<file path="config.mk">
export PLATFORM = sky130hd
export DESIGN_NAME = frm_ctrl
export DESIGN_NICKNAME = d
export VERILOG_FILES = /design/src/frm_pkg.sv /design/src/frm_ctrl.sv
export SDC_FILE = /design/constraint.sdc
export NUM_CORES = 1
export LEC_CHECK = 0
export BUFFER_PORTS_ARGS = -buffer_cell sky130_fd_sc_hd__buf_4
export CAP_MARGIN = 20
export CORE_AREA = 2 2 39 41
export CTS_CLUSTER_SIZE = 12
export DETAILED_ROUTE_END_ITERATION = 8
export DIE_AREA = 0 0 41 43
export GPL_TIMING_DRIVEN = 0
export HOLD_SLACK_MARGIN = 0.06
export PLACE_DENSITY = 0.77
export SLEW_MARGIN = 25
export SYNTH_ARGS = -nofsm -noshare
export SYNTH_HDL_FRONTEND = slang
export SYNTH_SLANG_ARGS = --single-unit
</file>
<file path="constraint.sdc">
create_clock -name clk_i -period 1.4 [get_ports clk_i]
set_input_delay 0.21 -clock clk_i [delete_from_list [all_inputs] [get_ports clk_i]]
set_output_delay 0.21 -clock clk_i [all_outputs]
set_load 0.01 [all_outputs]
</file>
<file path="src/frm_pkg.sv">
`default_nettype none
package frm_pkg;

  localparam int TOT_W = 40;
  localparam int SECS_W = 7;
  localparam int DIV_CNT_W = 6;

  localparam logic [15:0] ETH_IPV4 = 16'h0800;
  localparam logic [15:0] WINDOW_RESET = 16'd2000;
  localparam logic [7:0] LINK_HDR_RESET = 8'd14;

  // ceil(elapsed / 1000) as ((elapsed + 999) * RECIP_1000) >> RECIP_SHIFT, exact below 2^17
  localparam logic [16:0] MS_ROUND_UP = 17'd999;
  localparam logic [17:0] RECIP_1000 = 18'd134218;
  localparam int RECIP_SHIFT = 27;

  localparam logic [TOT_W-1:0] TOTAL_MAX = {TOT_W{1'b1}};
  localparam logic [DIV_CNT_W-1:0] DIV_LAST = DIV_CNT_W'(TOT_W - 1);

  localparam logic [1:0] CFG_WINDOW = 2'd0;
  localparam logic [1:0] CFG_LINK_HDR = 2'd1;

  localparam logic [2:0] ST_COUNTED = 3'd0;
  localparam logic [2:0] ST_LEN_MISMATCH = 3'd1;
  localparam logic [2:0] ST_NOT_IPV4 = 3'd2;
  localparam logic [2:0] ST_IP_LEN_MISMATCH = 3'd3;
  localparam logic [2:0] ST_TABLE_FULL = 3'd4;

  typedef struct packed {
    logic [15:0] wire_len;
    logic [15:0] captured_len;
    logic [15:0] eth_type;
    logic [15:0] ip_total_len;
    logic [31:0] src_addr;
    logic [31:0] dst_addr;
    logic [47:0] now_ms;
  } pkt_in_t;

  typedef struct packed {
    logic [2:0] status;
    logic new_window;
    logic [TOT_W-1:0] flow_total;
    logic [TOT_W-1:0] flow_rate;
  } res_out_t;

  typedef struct packed {
    logic load_in;
    logic check;
    logic idx_clr;
    logic rd;
    logic scan_next;
    logic insert;
    logic full;
    logic hit_calc;
    logic upd;
    logic div_init;
    logic div_step;
    logic emit;
  } frm_cmd_t;

  typedef struct packed {
    logic drop;
    logic empty;
    logic full;
    logic match;
    logic scan_last;
    logic restart;
    logic div_last;
    logic out_full;
  } frm_stat_t;

endpackage
`default_nettype wire

</file>
<file path="src/frm_ctrl.sv">
`default_nettype none
module frm_ctrl
  import frm_pkg::*;
(
  input  wire logic      clk_i,
  input  wire logic      rst_ni,
  input  wire logic      in_valid_i,
  output logic           in_ready_o,
  input  wire frm_stat_t stat_i,
  output frm_cmd_t       cmd_o
);

  typedef enum logic [3:0] {
    S_IDLE, S_CHECK, S_RD, S_CMP, S_MISS, S_HIT, S_UPD, S_DIVINIT, S_DIV, S_EMIT
  } state_e;

  state_e state_q;
  logic   ready_q;
  logic   accept;

  assign accept = in_valid_i && ready_q;
  assign in_ready_o = ready_q;

  always_comb begin
    cmd_o = '0;
    case (state_q)
      S_IDLE:    cmd_o.load_in = accept;
      S_CHECK: begin
        cmd_o.check = 1'b1;
        cmd_o.idx_clr = 1'b1;
      end
      S_RD:      cmd_o.rd = 1'b1;
      S_CMP:     cmd_o.scan_next = !stat_i.match;
      S_MISS: begin
        cmd_o.full = stat_i.full;
        cmd_o.insert = !stat_i.full;
      end
      S_HIT:     cmd_o.hit_calc = 1'b1;
      S_UPD:     cmd_o.upd = 1'b1;
      S_DIVINIT: cmd_o.div_init = 1'b1;
      S_DIV:     cmd_o.div_step = 1'b1;
      S_EMIT:    cmd_o.emit = !stat_i.out_full;
      default:   cmd_o = '0;
    endcase
  end

  always_ff @(posedge clk_i or negedge rst_ni) begin
    if (!rst_ni) begin
      state_q <= S_IDLE;
      ready_q <= 1'b1;
    end else begin
      case (state_q)
        S_IDLE: begin
          if (accept) begin
            state_q <= S_CHECK;
            ready_q <= 1'b0;
          end
        end
        S_CHECK: begin
          if (stat_i.drop) begin
            state_q <= S_EMIT;
          end else if (stat_i.empty) begin
            state_q <= S_MISS;
          end else begin
            state_q <= S_RD;
          end
        end
        S_RD: state_q <= S_CMP;
        S_CMP: begin
          if (stat_i.match) begin
            state_q <= S_HIT;
          end else if (stat_i.scan_last) begin
            state_q <= S_MISS;
          end else begin
            state_q <= S_RD;
          end
        end
        S_MISS: state_q <= S_EMIT;
        S_HIT:  state_q <= S_UPD;
        S_UPD: begin
          state_q <= stat_i.restart ? S_EMIT : S_DIVINIT;
        end
        S_DIVINIT: state_q <= S_DIV;
        S_DIV: begin
          if (stat_i.div_last) begin
            state_q <= S_EMIT;
          end
        end
        S_EMIT: begin
          if (!stat_i.out_full) begin
            state_q <= S_IDLE;
            ready_q <= 1'b1;
          end
        end
        default: begin
          state_q <= S_IDLE;
          ready_q <= 1'b1;
        end
      endcase
    end
  end

endmodule
`default_nettype wire

</file>
==> results of run 1 <==
==> worst min-delay path: cells and delay by family <==
family / cells / cell delay [ps]
buf+inv: 1 / 120
compound gates: 1 / 70
simple gates: 1 / 60
==> area by class of cell <==
cell class              instances  area [sq um]  share of cell area [%]
repair buffers                 38           343                    34.4
flip-flops and latches          5           129                    12.9
clock buffers                   4          26.3                    2.63
well taps                      16          20.0                    2.01
multi-input cells              45           427                    42.8
plain buffers                   5          52.6                    5.27
==> registers in the layout, indices dropped and copies added (netlist names) <==
register    count
state_q         4
in_ready_o      1
==> cells by family (layout without fill, tap and decap cells) <==
logic type / Yosys count / after routing / synth area share [%]
and+or+nand+nor: 30 / 30 / 41.0
AOI/OAI and AO/OA: 13 / 13 / 20.0
buffers and inverters: 7 / 47 / 7.98
DFF: 5 / 5 / 26.9
muxes: 2 / 2 / 4.26
==> per-stage QoR <==
step           util (%)  cell area [sq um]  hold slack [ps]  total power, uW
6_report           72.1                997              264             2340
2_1_floorplan         -                477            -85.6             1030
3_3_place_gp       48.4                669             12.3             1340
3_5_place_dp       48.4                669             12.3             1360
4_1_cts            64.1                887              233             2000
5_1_grt            72.1                997              257             2480
==> final timing paths <==
check / endpoint / slack, ps / depth (start not counted)
min in group asynchronous: state_q[3] / 290 / 2
min: state_q[3] / 260 / 3
max reg2reg: state_q[2] / -20 / 5
max in group asynchronous: in_ready_o / 910 / 2
min reg2reg: in_ready_o / 530 / 1
max: cmd_o[1] / -200 / 3
==> timing repair <==
action                                  CTS  global route
hold endpoints to repair                  5             0
endpoints found under the setup margin   12            16
buffers inserted                          9             5
hold buffers                              1             0
pin swaps                                 5            13
gates resized for setup                  25            14
==> where the power goes <==
part	total [uW]	switching (uW)	internal (uW)
registers	341	103	238
logic	1830	819	1010
clock network	166	58.2	108
total	2340	980	1360
==> cells in the mapped netlist, types with 2 or more instances <==
master / count / area (sq um)
nor2_1: 6 / 22.5
nor4_1: 2 / 12.5
nor3_1: 2 / 10.0
nand2b_1: 2 / 12.5
dfrtp_1: 4 / 100
nor2b_1: 2 / 12.5
nand2_1: 4 / 15.0
nand3_1: 2 / 10.0
mux2i_1: 2 / 20.0
o21ai_0: 2 / 10.0
buf_2: 5 / 25.0
nor4b_1: 2 / 17.5
==> routing by layer <==
metal,GRT usage (%),vias to the layer above
met2,32.5,18
met5,0,-
met4,3.33,0
li1,-,295
met1,28.8,304
met3,7.85,4
==> results.toml, run 1 <==
[outcome]
run_status = "finished, violations left"
violations = "negative setup slack"

[synthesis]
synth.avg_cell_area_sq_um = 8.25
syn_inst = 57
ys_seq_area_share_pct = 26.9
synth_ff_type = "dfrtp_1"
synth_edf_count = 0
syn-cell-area_sq_um = 470
yosysWarnings = 0
ys_ff_latch = 5
synth_fp_nets = 68
ys_async_sr_fraction_pct = 100
synth_cell_types = 34

[min_path]
hold_class = "in -> reg"
holdCritStartpoint = "stat_i[0]"

[route]
wl_met1_um = 741
dr.first_iter.drc_count = 23
met2_length_um = 934
routed_wl_mm = 1.76
vias = 621
first_pass_iters = 4
ant_nets = 0
wl_per_cell_um = 15.5
vias_per_cell = 5.50
highest_layer = "met4"
dr_wl_met3_um = 70
post-route-drc-count = 0

[cts]
cts_sinks = 5
clk_root_buffer_cell = "clkbuf_4"
cts_tree = "done"
clk_latency_ps = 240
htree_levels = 1
clk_path_buf_depth = 2
clkSlewWorstSetupHoldPaths_ps = 40
cts_buffers = 3

[cells_and_area]
n_fill_cell = 100
layout_commonest_cell = "buf_4"
num-nets-final = 109
final_layout_size_suffix_gt1_share_pct = 68.0
syn2layout_area_growth_pct = 112
stdcell_count = 113
n_antenna_cell = 0
final_cell_mix = "buf_4 (29), buf_6 (10)"

[die]
die_x_um = 41
core_area_sq_um = 1380
rows = 14
initial_core_util_pct = 34.0
io_pins = 24
die_y_um = 43
die_area_sq_um = 1760

[setup_path]
cp.required_ps = 1190
startpoint = "state_q[1]"
crit_fanout = 10
critPathSlowestCell = "dfrtp_2"
cp-start-kind = "flip-flop"
arrival_ps = 1390
cp_top_family = "flip-flops"
end_kind = "primary output"
max_stage_delay_ps = 470
r2r-start = "state_q[0]"
critPathKind = "reg -> out"
cp.buffers_inverters = 2
cp_cell_sequence = "buf_6 -> nor4b_1 -> buf_4"

[sta]
fin_ws_ps = -196
relSlewSlack_pct = 79.6
tightest_slew_ps = 301
hold_viol_final = 0
setup_violations = 14
setup_tns_ps = -1530
min_period_ps = 1600
max_freq_ghz = 0.626
rsz0062_at_grt = "yes"
drv_slew = 0
min_period_over_period_pct = 114
fin_skew_ps = 3.13

[grt]
grt_max_degree = 11
overflow = 0
grt_pass1_wl_mm = 2.50
grt_pass1_vias = 529
grt_use_total_pct = 21.4
antenna_found_initial = 0

[pwr]
ir_drop_v = 0.00160
powerDensity_nw_per_um2 = 2350
leakagePower_uw = 0.000437

[job]
cap_violations = 0

[placement]
place_congestion = 0.779
hpwl_um = 980
pre_cts_slack_ps = -113
dp_cells = 96
numPortBuffers = 23
No activity file was read; power rests on OpenSTA's default activity.
==> inputs of run 2 (changes only) <==
--- a/config.mk
+++ b/config.mk
@@ -11,9 +11,9 @@
 export CTS_CLUSTER_SIZE = 12
 export DETAILED_ROUTE_END_ITERATION = 8
 export DIE_AREA = 0 0 41 43
-export GPL_TIMING_DRIVEN = 0
 export HOLD_SLACK_MARGIN = 0.06
 export PLACE_DENSITY = 0.77
+export SKIP_LAST_GASP = 1
 export SLEW_MARGIN = 25
 export SYNTH_ARGS = -nofsm -noshare
 export SYNTH_HDL_FRONTEND = slang
==> run 2 against run 1 <==
Core utilization fell by 0.54 points. Clock skew fell by 1.6 ps. Final cell count rose by 2.7%. Critical path depth did not move. Hold slack got worse by 24 ps. Clock-buffer cell count did not move. Highest routed layer unchanged. Die area did not move. Via count rose by 2.1%. Wire length rose by 12%. The run still ends with negative setup slack left.
==> results.toml, run 2 (synthesis results as in run 1) <==
[outcome]
run_status = "finished, violations left"
violations = "negative setup slack"

[grt]
antenna_found_initial = 0
grt_pass1_wl_mm = 2.85
overflow = 0
met3_usage_pct = 7.85
grt_use_total_pct = 23.9
use_met2_pct = 38.1
use_met1_pct = 27.8
grt_max_degree = 8
grt_pass1_vias = 621
grt-busiest-layer = "met2"

[sta]
hold_viol_final = 0
tightest_slew_ps = 289
max_freq_ghz = 0.643
relSlewSlack_pct = 80.6
fin_skew_ps = 1.48
fin_ws_ps = -156
drv_slew = 0
min_period_ps = 1560
setup_violations = 13
min_period_over_period_pct = 111
rsz0062_at_grt = "yes"

[route]
vias = 634
vias_per_cell = 5.47
first_pass_iters = 5
dr.first_iter.drc_count = 8
wl_per_cell_um = 16.9
routed_wl_mm = 1.96
post-route-drc-count = 0
ant_nets = 0

[cells_and_area]
largest_register = "state_q"
final_cell_mix = "buf_4 (35), buf_6 (9), nand2_1 (4), nand2b_4 (3), clkbuf_4 (3)"
num-nets-final = 112
syn2layout_area_growth_pct = 110
n_fill_cell = 101
n_antenna_cell = 0
largest_reg_flops = 4
multiInputGateArea_sq_um = 425
register_area_sq_um = 129
layout_commonest_cell = "buf_4"
final_layout_size_suffix_gt1_share_pct = 69.0
final_core_util_pct = 71.5
design_area_sq_um = 990

[die]
core_area_sq_um = 1380
die_x_um = 41
rows = 14
die_y_um = 43
initial_core_util_pct = 34.0
die_area_sq_um = 1760
io_pins = 24

[setup_path]
critPathKind = "reg -> out"
crit_fanout = 4
r2r-start = "state_q[3]"
cp-start-kind = "flip-flop"
critPathSlowestCell = "dfrtp_1"
cp_cell_sequence = "buf_6 -> nor4b_4 -> buf_4"
max_stage_delay_ps = 430
reg2regPathDepth = 4
cp.buffers_inverters = 2
arrival_ps = 1350
end_kind = "primary output"
r2r_setup_slack_ps = -70
cp_top_family = "flip-flops"
cp.required_ps = 1190
r2r_end = "state_q[1]"

[min_path]
hold_path_depth = 2
hold_class = "in -> reg"
hold_end = "state_q[0]"
holdCritStartpoint = "stat_i[0]"

[pwr]
leakagePower_uw = 0.000444
ir_drop_v = 0.00171
powerDensity_nw_per_um2 = 2340

[cts]
cts_sinks = 5
htree_levels = 1
clk_path_buf_depth = 2
clk_latency_ps = 240
clkSlewWorstSetupHoldPaths_ps = 50
clk_root_buffer_cell = "clkbuf_4"
cts_tree = "done"
cts_buffers = 3

[placement]
place_congestion = 0.760
hpwl_mm = 1.02
numPortBuffers = 23
place_area_sq_um = 684

[job]
cap_violations = 0
## run 2: per-layer routing
metal	up-vias	part of all wire (%)
met4	0	1.5
met2	18	54
met1	315	42
li1	297	-
met5	-	0
met3	4	3.0
## run 2: worst max path at each step
stage	startpoint	to	slack [ps]	depth (start not counted)
after global routing	state_q[2]	cmd_o[0]	-190	4
after detailed placement	state_q[0]	cmd_o[5]	9	3
after global placement	state_q[2]	cmd_o[9]	40	3
final	state_q[3]	cmd_o[9]	-160	3
after floorplan	state_q[3]	cmd_o[10]	30	3
after CTS	state_q[2]	cmd_o[0]	-140	4
## run 2: timing repair
action | in CTS | in global routing
gates resized for setup | 18 | 15
buffers inserted | 10 | 5
endpoints found under the setup margin | 12 | 17
hold buffers | 1 | 0
pin swaps | 6 | 9
gates cloned | 0 | 0
endpoints found under the hold margin | 5 | 0
## run 2: worst reg2reg max path, delay by kind of cell (launching register included)
family        cells  cell delay, ps
flops             1             430
buf+inv           1             160
simple gates      3             810
## run 2: area by class of cell
cell class	instances	share of cell area, %
Timing Repair Buffer	46	39.3
Sequential cell	5	13.0
Tap cell	16	2.02
Clock buffer	4	2.65
Multi-Input combinational cell	45	43.0
## run 2: stage by stage
step / total power [uW] / instances / TNS (ps) / setup slack, ps / hold WS [ps]
2_1_floorplan: 1030 / 57 / 0 / 31.0 / -85.6
3_3_place_gp: 1370 / 96 / 0 / 44.7 / 12.5
3_5_place_dp: 1400 / 96 / 0 / 9.23 / 13.6
4_1_cts: 1990 / 111 / -1110 / -136 / 234
5_1_grt: 2440 / 116 / -2060 / -189 / 254
6_report: 2310 / 116 / -1380 / -156 / 240
## run 2: power breakdown
group          total (uW)  internal, uW  switching [uW]
Sequential            361           238             123
Clock                 170           108            62.1
Combinational        1780           979             802
